==> src/rtl/bvpl_pkg.sv <==
// shared types, register map and microcode encoding for the buck voltage pi loop
`timescale 1ns / 1ps
package bvpl_pkg;

    // default parameter values
    localparam int ADC_WIDTH_DEF = 12;
    localparam int FRAC_BITS_DEF = 12;

    // fixed field widths
    localparam int DUTY_W    = 12;
    localparam int GAIN_W    = 16;
    localparam int PERIOD_W  = 16;
    localparam int TARGET_W  = 15;
    localparam int ERR_W     = 17;
    localparam int CMP_W     = 16;
    localparam int TRIG_W    = 15;
    localparam int KGAIN_W   = 12;

    // integrator floor and the bits it needs
    localparam int INTEG_FLOOR   = 327680;
    localparam int INTEG_FLOOR_W = 19;

    // error saturation limits
    localparam int ERR_MAX_VAL = 65535;
    localparam int ERR_MIN_VAL = -65536;

    // configuration port
    localparam int APB_ADDR_W = 5;
    localparam int APB_DATA_W = 32;
    localparam int REG_IDX_W  = 3;

    localparam logic [REG_IDX_W-1:0] REG_CAL_GAIN   = 3'd0;
    localparam logic [REG_IDX_W-1:0] REG_CAL_OFFSET = 3'd1;
    localparam logic [REG_IDX_W-1:0] REG_MAX_DUTY   = 3'd2;
    localparam logic [REG_IDX_W-1:0] REG_MIN_DUTY   = 3'd3;
    localparam logic [REG_IDX_W-1:0] REG_PWM_PERIOD = 3'd4;
    localparam logic [REG_IDX_W-1:0] REG_BOOST_DUTY = 3'd5;
    localparam logic [REG_IDX_W-1:0] REG_PROP_GAIN  = 3'd6;
    localparam logic [REG_IDX_W-1:0] REG_INTEG_GAIN = 3'd7;

    localparam logic [GAIN_W-1:0]          RST_CAL_GAIN   = 16'd4096;
    localparam logic signed [GAIN_W-1:0]   RST_CAL_OFFSET = 16'sd0;
    localparam logic [DUTY_W-1:0]          RST_MAX_DUTY   = 12'd3686;
    localparam logic [DUTY_W-1:0]          RST_MIN_DUTY   = 12'd82;
    localparam logic [PERIOD_W-1:0]        RST_PWM_PERIOD = 16'd27200;
    localparam logic [DUTY_W-1:0]          RST_BOOST_DUTY = 12'd3809;
    localparam logic [KGAIN_W-1:0]         RST_PROP_GAIN  = 12'd50;
    localparam logic [KGAIN_W-1:0]         RST_INTEG_GAIN = 12'd5;

    typedef struct packed {
        logic [GAIN_W-1:0]        cal_gain;
        logic signed [GAIN_W-1:0] cal_offset;
        logic [DUTY_W-1:0]        max_duty;
        logic [DUTY_W-1:0]        min_duty;
        logic [PERIOD_W-1:0]      pwm_period;
        logic [DUTY_W-1:0]        boost_duty;
        logic [KGAIN_W-1:0]       prop_gain;
        logic [KGAIN_W-1:0]       integ_gain;
    } cfg_t;

    // multiplier operand selection
    typedef logic [2:0] mul_op_t;
    localparam mul_op_t MUL_NONE         = 3'd0;
    localparam mul_op_t MUL_SAMPLE_GAIN  = 3'd1;
    localparam mul_op_t MUL_BOOST_PERIOD = 3'd2;
    localparam mul_op_t MUL_ERR_PROP     = 3'd3;
    localparam mul_op_t MUL_ERR_INTEG    = 3'd4;
    localparam mul_op_t MUL_DUTY_PERIOD  = 3'd5;

    // post-multiply operations
    typedef logic [2:0] alu_op_t;
    localparam alu_op_t ALU_NOP   = 3'd0;
    localparam alu_op_t ALU_ERR   = 3'd1;
    localparam alu_op_t ALU_BOOST = 3'd2;
    localparam alu_op_t ALU_DUTY  = 3'd3;
    localparam alu_op_t ALU_MIN   = 3'd4;
    localparam alu_op_t ALU_INTEG = 3'd5;
    localparam alu_op_t ALU_OUT   = 3'd6;

    localparam int STEP_W = 3;
    typedef logic [STEP_W-1:0] step_t;

    localparam step_t STEP_MUL_CAL   = 3'd0;
    localparam step_t STEP_ERR       = 3'd1;
    localparam step_t STEP_BOOST     = 3'd2;
    localparam step_t STEP_DUTY      = 3'd3;
    localparam step_t STEP_FORCE_MIN = 3'd4;
    localparam step_t STEP_INTEG     = 3'd5;
    localparam step_t STEP_OUT       = 3'd6;
    localparam step_t STEP_LAST      = STEP_OUT;

    typedef struct packed {
        logic    jump_en;   // jump taken when the enable flag is set
        step_t   jump_to;
        logic    last;
        mul_op_t mul_op;
        alu_op_t alu_op;
    } ucode_t;

    typedef struct packed {
        logic    load;      // latch the input transaction
        logic    fire;      // execute the current control word
        mul_op_t mul_op;
        alu_op_t alu_op;
    } ctrl_t;

endpackage

==> src/rtl/bvpl_cfg_regs.sv <==
// apb configuration register file
`timescale 1ns / 1ps
module bvpl_cfg_regs
    import bvpl_pkg::*;
(
    input  logic                  clk,
    input  logic                  rst_n,
    input  logic                  psel,
    input  logic                  penable,
    input  logic                  pwrite,
    input  logic [APB_ADDR_W-1:0] paddr,
    input  logic [APB_DATA_W-1:0] pwdata,
    output logic [APB_DATA_W-1:0] prdata,
    output logic                  pready,
    output cfg_t                  cfg
);

    cfg_t                 cfg_reg;
    cfg_t                 cfg_next;
    logic                 wr_en;
    logic [REG_IDX_W-1:0] reg_idx;

    assign pready  = 1'b1;
    assign wr_en   = psel && penable && pwrite;
    assign reg_idx = paddr[APB_ADDR_W-1:2];
    assign cfg     = cfg_reg;

    always_comb
    begin
        cfg_next = cfg_reg;
        if (wr_en)
        begin
            case (reg_idx)
                REG_CAL_GAIN:   cfg_next.cal_gain   = pwdata[GAIN_W-1:0];
                REG_CAL_OFFSET: cfg_next.cal_offset = $signed(pwdata[GAIN_W-1:0]);
                REG_MAX_DUTY:   cfg_next.max_duty   = pwdata[DUTY_W-1:0];
                REG_MIN_DUTY:   cfg_next.min_duty   = pwdata[DUTY_W-1:0];
                REG_PWM_PERIOD: cfg_next.pwm_period = pwdata[PERIOD_W-1:0];
                REG_BOOST_DUTY: cfg_next.boost_duty = pwdata[DUTY_W-1:0];
                REG_PROP_GAIN:  cfg_next.prop_gain  = pwdata[KGAIN_W-1:0];
                REG_INTEG_GAIN: cfg_next.integ_gain = pwdata[KGAIN_W-1:0];
                default:        cfg_next = cfg_reg;
            endcase
        end
    end

    always_ff @(posedge clk or negedge rst_n)
    begin
        if (!rst_n)
        begin
            cfg_reg.cal_gain   <= RST_CAL_GAIN;
            cfg_reg.cal_offset <= RST_CAL_OFFSET;
            cfg_reg.max_duty   <= RST_MAX_DUTY;
            cfg_reg.min_duty   <= RST_MIN_DUTY;
            cfg_reg.pwm_period <= RST_PWM_PERIOD;
            cfg_reg.boost_duty <= RST_BOOST_DUTY;
            cfg_reg.prop_gain  <= RST_PROP_GAIN;
            cfg_reg.integ_gain <= RST_INTEG_GAIN;
        end
        else
        begin
            cfg_reg <= cfg_next;
        end
    end

    always_comb
    begin
        case (reg_idx)
            REG_CAL_GAIN:   prdata = APB_DATA_W'(cfg_reg.cal_gain);
            REG_CAL_OFFSET: prdata = APB_DATA_W'($unsigned(cfg_reg.cal_offset));
            REG_MAX_DUTY:   prdata = APB_DATA_W'(cfg_reg.max_duty);
            REG_MIN_DUTY:   prdata = APB_DATA_W'(cfg_reg.min_duty);
            REG_PWM_PERIOD: prdata = APB_DATA_W'(cfg_reg.pwm_period);
            REG_BOOST_DUTY: prdata = APB_DATA_W'(cfg_reg.boost_duty);
            REG_PROP_GAIN:  prdata = APB_DATA_W'(cfg_reg.prop_gain);
            REG_INTEG_GAIN: prdata = APB_DATA_W'(cfg_reg.integ_gain);
            default:        prdata = '0;
        endcase
    end

endmodule

==> src/rtl/bvpl_sequencer.sv <==
// microcode sequencer: program rom, step counter, handshake and output valid
`timescale 1ns / 1ps
module bvpl_sequencer
    import bvpl_pkg::*;
(
    input  logic  clk,
    input  logic  rst_n,
    input  logic  in_valid,
    output logic  in_ready,
    output logic  out_valid,
    input  logic  out_ready,
    input  logic  enable_flag,
    output ctrl_t ctrl
);

    logic   busy_reg;
    logic   busy_next;
    step_t  step_reg;
    step_t  step_next;
    logic   out_valid_reg;
    logic   out_valid_next;
    ucode_t word;
    logic   stall;
    logic   fire;
    logic   accept;

    // control program
    always_comb
    begin
        word = '{jump_en: 1'b0, jump_to: STEP_MUL_CAL, last: 1'b0,
                 mul_op: MUL_NONE, alu_op: ALU_NOP};
        case (step_reg)
            STEP_MUL_CAL:
            begin
                word.mul_op = MUL_SAMPLE_GAIN;
            end
            STEP_ERR:
            begin
                word.mul_op = MUL_BOOST_PERIOD;
                word.alu_op = ALU_ERR;
            end
            STEP_BOOST:
            begin
                word.mul_op = MUL_ERR_PROP;
                word.alu_op = ALU_BOOST;
            end
            STEP_DUTY:
            begin
                // regulating: skip the forced minimum
                word.mul_op  = MUL_ERR_INTEG;
                word.alu_op  = ALU_DUTY;
                word.jump_en = 1'b1;
                word.jump_to = STEP_INTEG;
            end
            STEP_FORCE_MIN:
            begin
                word.alu_op = ALU_MIN;
            end
            STEP_INTEG:
            begin
                word.mul_op = MUL_DUTY_PERIOD;
                word.alu_op = ALU_INTEG;
            end
            STEP_OUT:
            begin
                word.alu_op = ALU_OUT;
                word.last   = 1'b1;
            end
            default:
            begin
                word.last = 1'b1;
            end
        endcase
    end

    assign in_ready  = !busy_reg;
    assign accept    = in_valid && in_ready;
    assign stall     = word.last && out_valid_reg && !out_ready;
    assign fire      = busy_reg && !stall;
    assign out_valid = out_valid_reg;

    assign ctrl.load   = accept;
    assign ctrl.fire   = fire;
    assign ctrl.mul_op = word.mul_op;
    assign ctrl.alu_op = word.alu_op;

    always_comb
    begin
        busy_next      = busy_reg;
        step_next      = step_reg;
        out_valid_next = out_valid_reg;
        if (out_ready)
        begin
            out_valid_next = 1'b0;
        end
        if (accept)
        begin
            busy_next = 1'b1;
            step_next = STEP_MUL_CAL;
        end
        else if (fire)
        begin
            if (word.last)
            begin
                busy_next      = 1'b0;
                step_next      = STEP_MUL_CAL;
                out_valid_next = 1'b1;
            end
            else if (word.jump_en && enable_flag)
            begin
                step_next = word.jump_to;
            end
            else
            begin
                step_next = step_reg + step_t'(1);
            end
        end
    end

    always_ff @(posedge clk or negedge rst_n)
    begin
        if (!rst_n)
        begin
            busy_reg      <= 1'b0;
            step_reg      <= STEP_MUL_CAL;
            out_valid_reg <= 1'b0;
        end
        else
        begin
            busy_reg      <= busy_next;
            step_reg      <= step_next;
            out_valid_reg <= out_valid_next;
        end
    end

    // the program never runs past its final word
    assert property (@(posedge clk) disable iff (!rst_n)
        busy_reg |-> (step_reg <= STEP_LAST))
        else $error("step counter beyond program");

    // a finished result never overwrites one still waiting
    assert property (@(posedge clk) disable iff (!rst_n)
        (busy_reg && word.last && out_valid_reg && !out_ready) |=> busy_reg)
        else $error("result overwritten while output stalled");

    // output valid rises only from the final step of a running program
    assert property (@(posedge clk) disable iff (!rst_n)
        $rose(out_valid_reg) |-> $past(busy_reg && word.last))
        else $error("output valid without finished program");

    // the forced-minimum step runs only for a disabled transaction
    assert property (@(posedge clk) disable iff (!rst_n)
        (busy_reg && step_reg == STEP_FORCE_MIN) |-> !enable_flag)
        else $error("forced minimum step while enabled");

endmodule

==> src/rtl/bvpl_datapath.sv <==
// shared multiplier, post-multiply alu, integrator and output register
`timescale 1ns / 1ps
module bvpl_datapath
    import bvpl_pkg::*;
#(
    parameter int ADC_WIDTH = ADC_WIDTH_DEF,
    parameter int FRAC_BITS = FRAC_BITS_DEF
)
(
    input  logic                     clk,
    input  logic                     rst_n,
    input  cfg_t                     cfg,
    input  ctrl_t                    ctrl,
    input  logic [ADC_WIDTH-1:0]     adc_sample,
    input  logic [TARGET_W-1:0]      target_voltage,
    input  logic                     pwm_enable,
    output logic                     enable_flag,
    output logic [DUTY_W-1:0]        buck_duty,
    output logic [CMP_W-1:0]         buck_compare,
    output logic [TRIG_W-1:0]        sample_trigger,
    output logic [CMP_W-1:0]         boost_compare,
    output logic signed [ERR_W-1:0]  voltage_error
);

    localparam int MA_W  = ((ADC_WIDTH > ERR_W) ? ADC_WIDTH : ERR_W) + 1;
    localparam int MB_W  = GAIN_W + 1;
    localparam int P_W   = MA_W + MB_W;
    localparam int INT_W = ((DUTY_W + FRAC_BITS) > INTEG_FLOOR_W) ?
                           (DUTY_W + FRAC_BITS) : INTEG_FLOOR_W;
    localparam int U_W   = ((INT_W > P_W) ? INT_W : P_W) + 2;
    localparam int E_W   = P_W + 2;

    localparam logic signed [E_W-1:0] ERR_HI      = E_W'(ERR_MAX_VAL);
    localparam logic signed [E_W-1:0] ERR_LO      = E_W'(ERR_MIN_VAL);
    localparam logic signed [U_W-1:0] FLOOR_LIMIT = U_W'(INTEG_FLOOR);

    logic [ADC_WIDTH-1:0]    sample_reg;
    logic [TARGET_W-1:0]     target_reg;
    logic                    enable_reg;
    logic signed [P_W-1:0]   prod_reg;
    logic signed [ERR_W-1:0] err_reg;
    logic [CMP_W-1:0]        boost_reg;
    logic [DUTY_W-1:0]       duty_reg;
    logic [INT_W-1:0]        integ_reg;
    logic [INT_W-1:0]        integ_next;

    logic [DUTY_W-1:0]       out_duty_reg;
    logic [CMP_W-1:0]        out_bc_reg;
    logic [TRIG_W-1:0]       out_trig_reg;
    logic [CMP_W-1:0]        out_boost_reg;
    logic signed [ERR_W-1:0] out_err_reg;

    logic signed [MA_W-1:0]  mul_a;
    logic signed [MB_W-1:0]  mul_b;
    logic signed [P_W-1:0]   mul_result;
    logic signed [P_W-1:0]   prod_sh;

    logic signed [E_W-1:0]   volt;
    logic signed [E_W-1:0]   err_raw;
    logic signed [ERR_W-1:0] err_sat;

    logic signed [U_W-1:0]   integ_ext;
    logic signed [U_W-1:0]   loop_sum;
    logic signed [U_W-1:0]   loop_duty;
    logic signed [U_W-1:0]   max_ext;
    logic signed [U_W-1:0]   min_ext;
    logic signed [U_W-1:0]   ceil_ext;
    logic [DUTY_W-1:0]       duty_clamped;

    assign enable_flag = enable_reg;

    // operand selection for the shared multiplier
    always_comb
    begin
        case (ctrl.mul_op)
            MUL_SAMPLE_GAIN:
            begin
                mul_a = MA_W'(sample_reg);
                mul_b = MB_W'(cfg.cal_gain);
            end
            MUL_BOOST_PERIOD:
            begin
                mul_a = MA_W'(cfg.boost_duty);
                mul_b = MB_W'(cfg.pwm_period);
            end
            MUL_ERR_PROP:
            begin
                mul_a = MA_W'(err_reg);
                mul_b = MB_W'(cfg.prop_gain);
            end
            MUL_ERR_INTEG:
            begin
                mul_a = MA_W'(err_reg);
                mul_b = MB_W'(cfg.integ_gain);
            end
            MUL_DUTY_PERIOD:
            begin
                mul_a = MA_W'(duty_reg);
                mul_b = MB_W'(cfg.pwm_period);
            end
            default:
            begin
                mul_a = '0;
                mul_b = '0;
            end
        endcase
    end

    assign mul_result = mul_a * mul_b;
    assign prod_sh    = prod_reg >>> FRAC_BITS;

    // calibrated voltage and saturated error
    assign volt    = E_W'(prod_sh) + E_W'(cfg.cal_offset);
    assign err_raw = E_W'($signed({1'b0, target_reg})) - volt;

    always_comb
    begin
        if (err_raw > ERR_HI)
        begin
            err_sat = ERR_W'(ERR_HI);
        end
        else if (err_raw < ERR_LO)
        begin
            err_sat = ERR_W'(ERR_LO);
        end
        else
        begin
            err_sat = err_raw[ERR_W-1:0];
        end
    end

    // integrator plus product serves both the duty and the integrator update
    assign integ_ext = U_W'($signed({1'b0, integ_reg}));
    assign loop_sum  = integ_ext + U_W'(prod_reg);
    assign loop_duty = loop_sum >>> FRAC_BITS;
    assign max_ext   = U_W'($signed({1'b0, cfg.max_duty}));
    assign min_ext   = U_W'($signed({1'b0, cfg.min_duty}));
    assign ceil_ext  = U_W'($signed({1'b0, cfg.max_duty, {FRAC_BITS{1'b0}}}));

    // min_duty wins whenever it sits above max_duty
    always_comb
    begin
        if (loop_duty < min_ext || max_ext < min_ext)
        begin
            duty_clamped = cfg.min_duty;
        end
        else if (loop_duty > max_ext)
        begin
            duty_clamped = cfg.max_duty;
        end
        else
        begin
            duty_clamped = loop_duty[DUTY_W-1:0];
        end
    end

    // ceiling checked first and also caps the floor, so it wins over the floor
    always_comb
    begin
        if (loop_sum > ceil_ext)
        begin
            integ_next = ceil_ext[INT_W-1:0];
        end
        else if (loop_sum < FLOOR_LIMIT)
        begin
            integ_next = (FLOOR_LIMIT > ceil_ext) ? ceil_ext[INT_W-1:0]
                                                  : FLOOR_LIMIT[INT_W-1:0];
        end
        else
        begin
            integ_next = loop_sum[INT_W-1:0];
        end
    end

    always_ff @(posedge clk)
    begin
        if (ctrl.load)
        begin
            sample_reg <= adc_sample;
            target_reg <= target_voltage;
            enable_reg <= pwm_enable;
        end
        if (ctrl.fire)
        begin
            if (ctrl.mul_op != MUL_NONE)
            begin
                prod_reg <= mul_result;
            end
            case (ctrl.alu_op)
                ALU_ERR:   err_reg   <= err_sat;
                ALU_BOOST: boost_reg <= cfg.pwm_period - prod_sh[CMP_W-1:0];
                ALU_DUTY:  duty_reg  <= duty_clamped;
                ALU_MIN:   duty_reg  <= cfg.min_duty;
                ALU_OUT:
                begin
                    out_duty_reg  <= duty_reg;
                    out_bc_reg    <= prod_sh[CMP_W-1:0];
                    out_trig_reg  <= prod_sh[TRIG_W:1];
                    out_boost_reg <= boost_reg;
                    out_err_reg   <= err_reg;
                end
                default:
                begin
                end
            endcase
        end
    end

    always_ff @(posedge clk or negedge rst_n)
    begin
        if (!rst_n)
        begin
            integ_reg <= '0;
        end
        else if (ctrl.fire && ctrl.alu_op == ALU_INTEG)
        begin
            integ_reg <= integ_next;
        end
    end

    assign buck_duty      = out_duty_reg;
    assign buck_compare   = out_bc_reg;
    assign sample_trigger = out_trig_reg;
    assign boost_compare  = out_boost_reg;
    assign voltage_error  = out_err_reg;

endmodule

==> src/rtl/buck_voltage_pi_loop_core.sv <==
// top level of the buck output-voltage pi loop
`timescale 1ns / 1ps
// Positional PI regulator for a buck output voltage. Each input transaction carries one
// raw ADC sample, the target and a PWM enable; one result transaction returns the Q12
// duty, buck compare, ADC trigger, boost compare and the saturated error. A transaction
// is accepted only while the microcode sequencer is idle; the program then runs one
// control word per cycle, except while its last step stalls, through a single shared
// multiplier, plus a forced-minimum step when pwm_enable is low. A finished result sits
// in the output register, and the next transaction is worked on while it waits; the
// program holds at its last step only if that register is still full. Configuration
// is an APB register file (byte address 4*index), user-written while idle; unchecked.
module buck_voltage_pi_loop_core
    import bvpl_pkg::*;
#(
    parameter int ADC_WIDTH = ADC_WIDTH_DEF,
    parameter int FRAC_BITS = FRAC_BITS_DEF
)
(
    input  logic                     clk,
    input  logic                     rst_n,
    input  logic                     psel,
    input  logic                     penable,
    input  logic                     pwrite,
    input  logic [APB_ADDR_W-1:0]    paddr,
    input  logic [APB_DATA_W-1:0]    pwdata,
    output logic [APB_DATA_W-1:0]    prdata,
    output logic                     pready,
    input  logic                     in_valid,
    output logic                     in_ready,
    input  logic [ADC_WIDTH-1:0]     adc_sample,
    input  logic [TARGET_W-1:0]      target_voltage,
    input  logic                     pwm_enable,
    output logic                     out_valid,
    input  logic                     out_ready,
    output logic [DUTY_W-1:0]        buck_duty,
    output logic [CMP_W-1:0]         buck_compare,
    output logic [TRIG_W-1:0]        sample_trigger,
    output logic [CMP_W-1:0]         boost_compare,
    output logic signed [ERR_W-1:0]  voltage_error
);

    cfg_t  cfg;
    ctrl_t ctrl;
    logic  enable_flag;

    bvpl_cfg_regs u_cfg_regs (
        .clk     (clk),
        .rst_n   (rst_n),
        .psel    (psel),
        .penable (penable),
        .pwrite  (pwrite),
        .paddr   (paddr),
        .pwdata  (pwdata),
        .prdata  (prdata),
        .pready  (pready),
        .cfg     (cfg)
    );

    bvpl_sequencer u_sequencer (
        .clk         (clk),
        .rst_n       (rst_n),
        .in_valid    (in_valid),
        .in_ready    (in_ready),
        .out_valid   (out_valid),
        .out_ready   (out_ready),
        .enable_flag (enable_flag),
        .ctrl        (ctrl)
    );

    bvpl_datapath #(
        .ADC_WIDTH (ADC_WIDTH),
        .FRAC_BITS (FRAC_BITS)
    ) u_datapath (
        .clk            (clk),
        .rst_n          (rst_n),
        .cfg            (cfg),
        .ctrl           (ctrl),
        .adc_sample     (adc_sample),
        .target_voltage (target_voltage),
        .pwm_enable     (pwm_enable),
        .enable_flag    (enable_flag),
        .buck_duty      (buck_duty),
        .buck_compare   (buck_compare),
        .sample_trigger (sample_trigger),
        .boost_compare  (boost_compare),
        .voltage_error  (voltage_error)
    );

endmodule
==> config.mk <==
export PLATFORM = sky130hd
export DESIGN_NAME = buck_voltage_pi_loop_core
export DESIGN_NICKNAME = d
export VERILOG_FILES = /design/src/rtl/bvpl_pkg.sv /design/src/rtl/bvpl_cfg_regs.sv /design/src/rtl/bvpl_sequencer.sv /design/src/rtl/bvpl_datapath.sv /design/src/rtl/buck_voltage_pi_loop_core.sv
export SDC_FILE = /design/constraint.sdc
export NUM_CORES = 1
export LEC_CHECK = 0
export ABC_AREA = 1
export CORE_MARGIN = 2
export CORE_UTILIZATION = 45
export DETAILED_ROUTE_END_ITERATION = 6
export DONT_BUFFER_PORTS = 1
export GPL_TIMING_DRIVEN = 1
export SYNTH_ARGS = -nofsm -noshare
export SYNTH_HDL_FRONTEND = slang
export SYNTH_SLANG_ARGS = --single-unit
==> constraint.sdc <==
create_clock -name clk -period 8.3 [get_ports clk]
set_input_delay 1.66 -clock clk [delete_from_list [all_inputs] [get_ports clk]]
set_output_delay 1.66 -clock clk [all_outputs]
set_load 0.02 [all_outputs]
### Word-level counts from Yosys, hierarchy flattened

Cells that the tools add are included.

| operators by class | value |
|---|---|
| add/subtract/negate cells | 5 |
| $mul | 1 |
| divide/modulo/power cells | 0 |
| magnitude comparators | 8 |
| equality and inequality tests | 25 |
| shift-type cells | 0 |
| mux-type cells | 25 |
| bitwise logic cells | 0 |
| reduce and logical (&&, ||, !) cells | 34 |

Operator list:

| operator | number |
|---|---|
| one-hot mux 32 bit (8 select lines) | 1 |
| 2-to-1 mux 24 bit | 3 |
| one-hot mux 18 bit (4 select lines) | 1 |
| one-hot mux 16 bit (4 select lines) | 1 |
| > comparator 37 x 17 -> 1 bit, second input constant | 1 |
| less-than comparator 37 x 17 -> 1 bit, second input constant | 1 |
| subtractor 16 x 37 -> 37 bit | 1 |
| adder 25 x 35 -> 36 bit | 1 |
| == test 3 bit, second input constant | 12 |
| > comparator 36 x 25 -> 1 bit | 1 |
| less-than comparator 36 x 20 -> 1 bit, second input constant | 1 |
| multiplier 18 x 17 -> 35 bit | 1 |
| AND reduction 2 bit | 14 |
| adder 23 x 16 -> 24 bit | 1 |
| == test 3 x 2 -> 1 bit, second input constant | 8 |
| > comparator 19 x 24 -> 1 bit, first input constant | 1 |
| > comparator 24 x 13 -> 1 bit | 1 |
| less-than comparator 24 x 13 -> 1 bit | 1 |
| 2-to-1 mux 12 bit | 2 |
| one-hot mux 12 bit (2 select lines) | 1 |
| one-hot mux 3 bit (6 select lines) | 1 |
| 2-to-1 mux 17 bit | 1 |
| subtractor 16 bit | 1 |
| one-hot mux 3 bit (5 select lines) | 1 |
| other kinds (15) | 40 |

| word-level totals | value |
|---|---|
| register bits | 321 |
| latch bits | 0 |
| memory bits (writable) | 0 |
| memory bits (read-only) | 0 |
| output and inout bits | 111 |
| logic and storage cells | 122 |
| memories | 0 |

### Depth between registers and ports, before layout

Gate-level depths: netlist (run 1).

| logic depth | value |
|---|---|
| depth in word-level cells | 9 |
| mapped depth | 41 |
| depth with buffers taken out | 40 |

### Cells and area by module

From an unflattened synthesis (run 1), not the netlist that was laid out.

| unflattened totals | value |
|---|---|
| cell total of the unflattened synthesis | 3549 |
| area, all modules | 29622.2 um^2 |

Modules (own cells, without submodules):

| module | instances | cells each | area an instance (um^2) | sequential area each (um^2) |
|---|---|---|---|---|
| bvpl_datapath | 1 | 2860 | 23785.3 | 5675.4 |
| bvpl_cfg_regs | 1 | 622 | 5375.2 | 2737.6 |
| bvpl_sequencer | 1 | 67 | 461.7 | 125.1 |

### Worst setup path before layout (run 1)

OpenSTA, ideal clock, no wires.

| path | value |
|---|---|
| path kind | register to register |
| start | register u_sequencer.step_reg[1] |
| end | register u_datapath.prod_reg[33] (data pin) |
| setup time | 0.258 ns |
| data arrival time | 7.280 ns |
| path slack | 0.763 ns |
| stages on the path, launching flop included | 35 |
| buffers on the path | 2 |
| path through | dfrtp_1 inv_1 ha_1 nand2_1 inv_1 nor3_1 or2_1 nor2_1 inv_2 nor2_2 nor2_2 buf_4 inv_1 nand2_1 nand4_1 inv_2 buf_2 nor2_1 fa_1 inv_1 fa_1 inv_1 fa_1 fa_1 fa_1 inv_1 fa_1 inv_1 ha_1 nand2_1 nor2_1 inv_1 o41ai_1 a21oi_1 xnor2_1 |

| between the ends | value |
|---|---|
| longest elaborated chain between the ends | 6 |
| elaborated cells between the ends (all ways) | 16 |

RTL lines:

| item | RTL line | text |
|---|---|---|
| start, declared | bvpl_sequencer.sv:18 | `step_t step_reg;` |
| start signal, assigned | bvpl_sequencer.sv:131 | `step_reg <= step_next;` |
| == test 3 bit (tied with other cells) | bvpl_sequencer.sv:32 | `case (step_reg)` |
| one-hot mux 3 bit (5 select lines) (*) | bvpl_sequencer.sv:32 |  |
| == test 3 x 2 -> 1 bit or == test 3 bit (tied branches) | bvpl_datapath.sv:75 | `case (ctrl.mul_op)` |
| OR reduction 2 bit (no line) | -- |  |
| one-hot mux 18 bit (4 select lines) or one-hot mux 16 bit (4 select lines) (tied branches) | bvpl_datapath.sv:75 |  |
| multiplier 18 x 17 -> 35 bit (*) | bvpl_datapath.sv:109 | `assign mul_result = mul_a * mul_b;` |
| net u_datapath.mul_result[33] | bvpl_datapath.sv:55 | `logic signed [P_W-1:0] mul_result;` |
| end signal, assigned | bvpl_datapath.sv:187 | `prod_reg <= mul_result;` |
| end, declared | bvpl_datapath.sv:40 | `logic signed [P_W-1:0] prod_reg;` |

Mark *: on every way through the listed nets, which the timed path passes. The rest lies on a longest branch.
A chain may end at the register's enable or synchronous reset.

### Final worst setup path (run 1)

| path | value |
|---|---|
| start | register u_sequencer.step_reg[0] |
| end | register u_datapath.prod_reg[33] (data pin) |

Same word-level chain as after synthesis.

==> results.md, run 1 <==
- Horiz. Die Dim: 261 µm
- DRT Wirelength: 88800 µm
- Filler instances: 6421
- Pre-antenna DRT Iters: 5
- CTS Hold Buffers Added: 0
- Sequential-to-total area share from yosys stat: 0.288
- Seq pwr share: 0.205
- Post-Route Setup TNS: 0 ns
- Overflow after GRT: 0
- Cell row count: 94
- Synthesized instance count: 3643
- Number of global-route vias before repair: 23800
- Net load switching power: 7.16 mW
- Nets: 4277
- Mean post-synth cell area: 8.15 µm²
- Max-slew violation count: 0
- Async S/R FF share, synth: 0.448
- Crit path kind: register to register
- Tcrit/Tclk final: 0.959
- Synth area leader: fa_1
- Worst-path clk slew: 0.06 ns
- Peak Freq: 0.126 GHz
- Internal power: 6.69 mW
- Final setup vio count: 0
- Crit path DAT: 8.28 ns
- Final hold vios: 0
- DR top layer: met4
- Area growth, synth to finish: 9.95%
- Clk network pwr share: 0.126
- Critical-path top delay cell: fa_1
- FF+latch area: 0.00854 mm²
- Main synth FF type: edfxtp_1
- Metal2 WL: 39500 µm
- Worst Hold Depth: 0
- CTS root buf: clkbuf_16
- Outcome: finished clean
- Fraction of layout instances using a drive strength above 1: 0.0860
- Req. time, crit path: 8.62 ns
- Final clock skew: 0.0267 ns
- Combinational power share: 0.669
- Hpwl dp: 71900 µm
- Min Tclk post-route: 7.96 ns
- # DRC: 0
- Power per cell area: 424 mW/mm²
- First-pass GRT wire length: 138000 µm
- GP Congestion: 0.991
- GRT Resource Usage Total: 0.269
- Max FFs per register: 108
- Slew margin rel.: 0.136
- Pleak: 16.3 nW
- CTS tree: built
- HP Class: register to register
- Yosys Warn Count: 0
- Worst-margin pin slew: 1.29 ns
- Post-DRT Antenna Nets: 0
- Crit-path max cell delay: 0.55 ns
- Post-Syn Area: 0.0297 mm²
- Count leader, synth: nand2_1
- Synth top area cells: fa_1 (19%), edfxtp_1 (17%), nand2_1 (11%)
- Total die area: 0.0681 mm²
- Max-cap violations: 0
- Crit Path Max Fanout: 12
- Post-synth EDFFs: 169
- Yosys cell types: 58
- Leading cell types by count after synthesis: nand2_1 (865), inv_1 (747), nor2_1 (305)
- Register-to-Register Path Depth: 33
- Cell Count, Final, Fillers Out: 4610
- Synthesized flop and latch total: 306
- Via count: 23900
- Num CTS Buffers: 37
- Vias/cell: 5.19
- Detail Route met3 WL: 7270 µm
- Clock sinks: 306
- Antenna violations before repair: 5
- Wire per inst: 19.3 µm
- Metal1 wirelength: 37900 µm
- Multi-input gate area: 0.0178 mm²
- Top-level port count: 183
- Worst hold margin: 0.419 ns
- Die H: 261 µm
- Setup crit end kind: register
- Startpoint Class: register
- Sw frac: 0.517
- Core area: 0.0655 mm²
- Largest net degree at the start of global routing: 138
- Max IR drop VDD: 269 µV
- Placed Cells incl. Taps: 4535
- DR iter-0 viols: 2201
- Power Total: 13.8 mW
- H-tree depth: 2
- RSZ-0062 raised after global routing: true
- Longest Clk Path Bufs: 3
- Port-buffer cells: 0
- Initial Util: 0.453
- Worst-skew pair later-pin latency: 0.57 ns
- Final Core Density: 0.498
- Synth top area share: 0.193
## final timing paths
check	from	end	slack [ns]
setup / recovery	u_sequencer.step_reg[0]	u_datapath.prod_reg[33]	0.34
hold / removal	u_datapath.boost_reg[9]	u_datapath.boost_compare[9]	0.42
setup reg to reg	u_sequencer.step_reg[0]	u_datapath.prod_reg[33]	0.34
hold reg to reg	u_datapath.boost_reg[9]	u_datapath.boost_compare[9]	0.42
max in group asynchronous	rst_n	u_cfg_regs.cfg[69]	7.17
min in group asynchronous	rst_n	u_cfg_regs.cfg[14]	0.79
## cells by family (layout without fill, tap and decap cells)
family | after synthesis | after routing | share of synthesized area
flip-flops | 306 | 306 | 0.288
other | 2 | 20 | 0.000253
buffers and inverters | 880 | 965 | 0.119
AND/OR/NAND/NOR | 1418 | 1418 | 0.197
XOR/XNOR | 94 | 94 | 0.0277
AO/OA/AOI/OAI | 452 | 452 | 0.0898
adder cells (fa/ha/maj) | 491 | 491 | 0.279
## power by group through the flow
stage,sequential [mW],combinational [mW],clock [mW]
5_1_grt,2.87,10.5,1.82
3_3_place_gp,2.84,9.08,0
4_1_cts,2.82,9.21,1.76
6_report,2.84,9.27,1.74
2_1_floorplan,2.59,6.23,0
3_5_place_dp,2.84,9.13,0
## final cells by class
type,instances,share of cell area
antenna,3,0.000230
clock buffer,45,0.0302
clock inverter,23,0.00889
inverter,767,0.0887
multi-input combinational,2472,0.546
sequential,306,0.262
tap,864,0.0331
timing repair buffer,130,0.0318
## per-stage QoR
step	area, µm²	setup slack (ns)
after global routing	32600	-0.00713
final	32600	0.338
after detailed placement	31200	-0.00832
after CTS	32500	0.117
after floorplan	29700	0.763
after global placement	31200	-0.0255
## per-layer routing
metal	track usage	vias to the layer above
li1	-	11500
met1	0.365	11500
met3	0.0492	162
met5	0	-
met2	0.425	762
met4	0.110	0
## timing repair
action / 4_1_cts / 5_1_grt
pin swaps: 0 / 6
setup buffers: 0 / 4
setup endpoints to repair: 4 / 13
resized for setup: 2 / 38
## cell usage in the layout (no fill, tap or decap), types with 37 or more instances in the layout
| master | count |
|---|---|
| clkbuf_16 | 37 |
| o21ai_0 | 170 |
| a21oi_1 | 143 |
| buf_4 | 123 |
| nor2_1 | 296 |
| nand3_1 | 118 |
| nand2_1 | 865 |
| o22ai_1 | 38 |
| xor2_1 | 60 |
| edfxtp_1 | 169 |
| dfrtp_1 | 108 |
| fa_1 | 285 |
| ha_1 | 204 |
| inv_1 | 742 |
## critical path: cells and delay by family (launching register included)
family                     cells  cell delay (ns)
and+or+nand+nor               10             1.47
xor gates and xnor gates       1             0.12
buffers and inverters         11             1.16
adders and majority gates      8             3.74
DFF                            1             0.39
AOI/OAI and AO/OA              3             0.83
No activity file was read; power rests on OpenSTA's default activity.
==> run 2, diff against run 1 <==
--- a/config.mk
+++ b/config.mk
@@ -5,7 +5,7 @@
 export SDC_FILE = /design/constraint.sdc
 export NUM_CORES = 1
 export LEC_CHECK = 0
-export ABC_AREA = 1
+export ABC_AREA = 0
 export CORE_MARGIN = 2
 export CORE_UTILIZATION = 45
 export DETAILED_ROUTE_END_ITERATION = 6
==> results.md, run 2 <==
- Antenna violations before repair: 0
- Synthesized flop and latch total: 306
- HP Class: register to register
- Max-cap violations: 0
- Multi-input gate area: 0.0183 mm²
- Most numerous cell on the critical path: fa_1
- Min Tclk post-route: 8.13 ns
- Overflow after GRT: 0
- Critical Path Start: u_sequencer.step_reg[0]
- Setup crit end kind: register
- Top-level port count: 183
- Crit path kind: register to register
- Placed Cells incl. Taps: 3785
- Outcome: finished clean
- Port-buffer cells: 0
- Top Family by Delay on Critical Path: adder cells
- Die H: 255 µm
- Tcrit/Tclk final: 0.980
- CTS root buf: clkbuf_16
- DRT Wirelength: 92900 µm
- Cell Count, Final, Fillers Out: 3892
- Power per cell area: 419 mW/mm²
- Req. time, crit path: 8.62 ns
- Post-Syn Area: 0.0284 mm²
- Yosys cell types: 99
- Synth top area share: 0.202
- Horiz. Die Dim: 255 µm
- Most frequent cells in the layout: inv_1 (430), fa_1 (283), nand2_1 (247)
- Worst-margin pin slew: 1.32 ns
- Startpoint Class: register
- Worst hold margin: 0.422 ns
- Final setup vio count: 0
- FF+latch area: 0.00854 mm²
- Post-synth EDFFs: 169
- Wire per inst: 23.9 µm
- Num CTS Buffers: 39
- Area growth, synth to finish: 16.4%
- Longest Clk Path Bufs: 3
- Largest net degree at the start of global routing: 138
- Post-Route Setup TNS: 0 ns
- Sequential-to-total area share from yosys stat: 0.300
- Final clock skew: 0.0408 ns
- Clock sinks: 306
- Synth top area cells: fa_1 (20%), edfxtp_1 (18%), dfrtp_1 (9.6%)
- Post-placement cell area: 0.0308 mm²
- Count leader, synth: inv_1
- Async S/R FF share, synth: 0.448
- Core area: 0.0627 mm²
- Number of global-route vias before repair: 22400
- Worst-path clk slew: 0.06 ns
- RSZ-0062 raised after global routing: true
- Peak Freq: 0.123 GHz
- Slew margin rel.: 0.118
- Diodes inserted: 0
- Hold path startpoint: u_datapath.boost_reg[12]
- H-tree depth: 2
- Critical R2R Launch: u_sequencer.step_reg[0]
- Crit-path max cell delay: 0.56 ns
- CTS Hold Buffers Added: 0
- Final instance area: 0.0331 mm²
- Vias/cell: 5.69
- GP Congestion: 0.966
- Crit path DAT: 8.45 ns
- Mean post-synth cell area: 10.0 µm²
- Final hold vios: 0
- Cell row count: 92
- Initial Util: 0.453
- DR iter-0 viols: 1681
- Total die area: 0.0652 mm²
- Max-slew violation count: 0
- Hpwl dp: 73800 µm
- Post-DRT Antenna Nets: 0
- Crit Path Max Fanout: 5
- First-pass GRT wire length: 138000 µm
- Leading cell types by count after synthesis: inv_1 (440), fa_1 (287), nand2_1 (252)
- CTS tree: built
- Synth area leader: fa_1
- Pre-antenna DRT Iters: 6
- # DRC: 0
- Filler instances: 5634
- Worst-skew pair later-pin latency: 0.59 ns
- Via count: 22200
- Nets: 3578
- Critical-path top delay cell: fa_1
- Yosys Warn Count: 0
- Max IR drop VDD: 225 µV
- Pleak: 15.0 nW
- GRT Resource Usage Total: 0.282
- Main synth FF type: edfxtp_1
- Power Total: 13.9 mW
- Most common cell after layout, fill and taps aside: inv_1
- Max FFs per register: 108
- Synthesized instance count: 2833
- Worst Path Buf+Inv: 8
- Fraction of layout instances using a drive strength above 1: 0.185
## run 2: cell types whose count changed after synthesis, sizes merged, moves of 33 or more
cell,change
clkbuf,+36
a21o,+34
mux2,+87
o21ai,-91
nand3,-94
a22o,+35
o22ai,-33
inv,-322
nand2,-628
xor2,-33
mux2i,+43
nor2,-71
## run 2: cells by family (layout without fill, tap and decap cells)
logic type / Yosys count / in the layout / synth area share
other cells: 2 / 17 / 0.000264
fa+ha+maj: 491 / 491 / 0.292
mux: 137 / 137 / 0.0552
xor+xnor: 84 / 84 / 0.0262
simple gates: 718 / 718 / 0.113
flops: 306 / 306 / 0.300
buf+inv: 564 / 762 / 0.0795
compound gates: 531 / 531 / 0.134
## run 2: what timing repair did
| item | in CTS | in global routing |
|---|---|---|
| cloned | 0 | 1 |
| buffers inserted | 2 | 32 |
| pin swaps | 9 | 84 |
| gates resized for setup | 28 | 96 |
| endpoints found under the setup margin | 10 | 12 |
## run 2: stage by stage
stage / util / worst slack, ns
after global placement: 0.491 / -0.417
after global routing: 0.527 / -0.122
after CTS: 0.516 / 0.00292
after detailed placement: 0.491 / -0.519
after floorplan: - / 0.0143
final: 0.527 / 0.170
## run 2: area by class of cell
cell class / count / share of cell area
multi-input cells: 1978 / 0.554
flip-flops and latches: 306 / 0.258
repair buffers: 249 / 0.0644
inverters: 441 / 0.0500
well taps: 846 / 0.0320
clock buffers: 48 / 0.0315
clock inverters: 24 / 0.0103
## run 2: metal layers
layer / track usage / wire (µm)
met1: 0.369 / 38100
met4: 0.117 / 4200
met5: 0 / 0
met2: 0.467 / 44600
met3: 0.0443 / 6020
## run 2: worst paths after layout
kind,slack [ns],to,cells past startpoint
min in group asynchronous,0.76,u_cfg_regs.cfg[60],0
min,0.42,u_datapath.boost_compare[12],0
min reg2reg,0.42,u_datapath.boost_compare[12],0
max in group asynchronous,7.24,u_cfg_regs.cfg[35],0
max,0.17,u_datapath.prod_reg[32],33
max reg2reg,0.17,u_datapath.prod_reg[32],33
## run 2: worst register-to-register path: cells and delay by family (launching register included)
| kind | cells | cell delay, ns |
|---|---|---|
| fa+ha+maj | 9 | 3.72 |
| compound gates | 9 | 1.66 |
| simple gates | 6 | 1.06 |
| buf+inv | 8 | 0.92 |
| flops | 1 | 0.43 |
| xor+xnor | 1 | 0.07 |
## run 2: power by group
part | internal, mW | switching (mW) | total, mW
registers | 2.29 | 0.605 | 2.89
clock network | 1.10 | 0.760 | 1.86
logic | 3.76 | 5.34 | 9.10
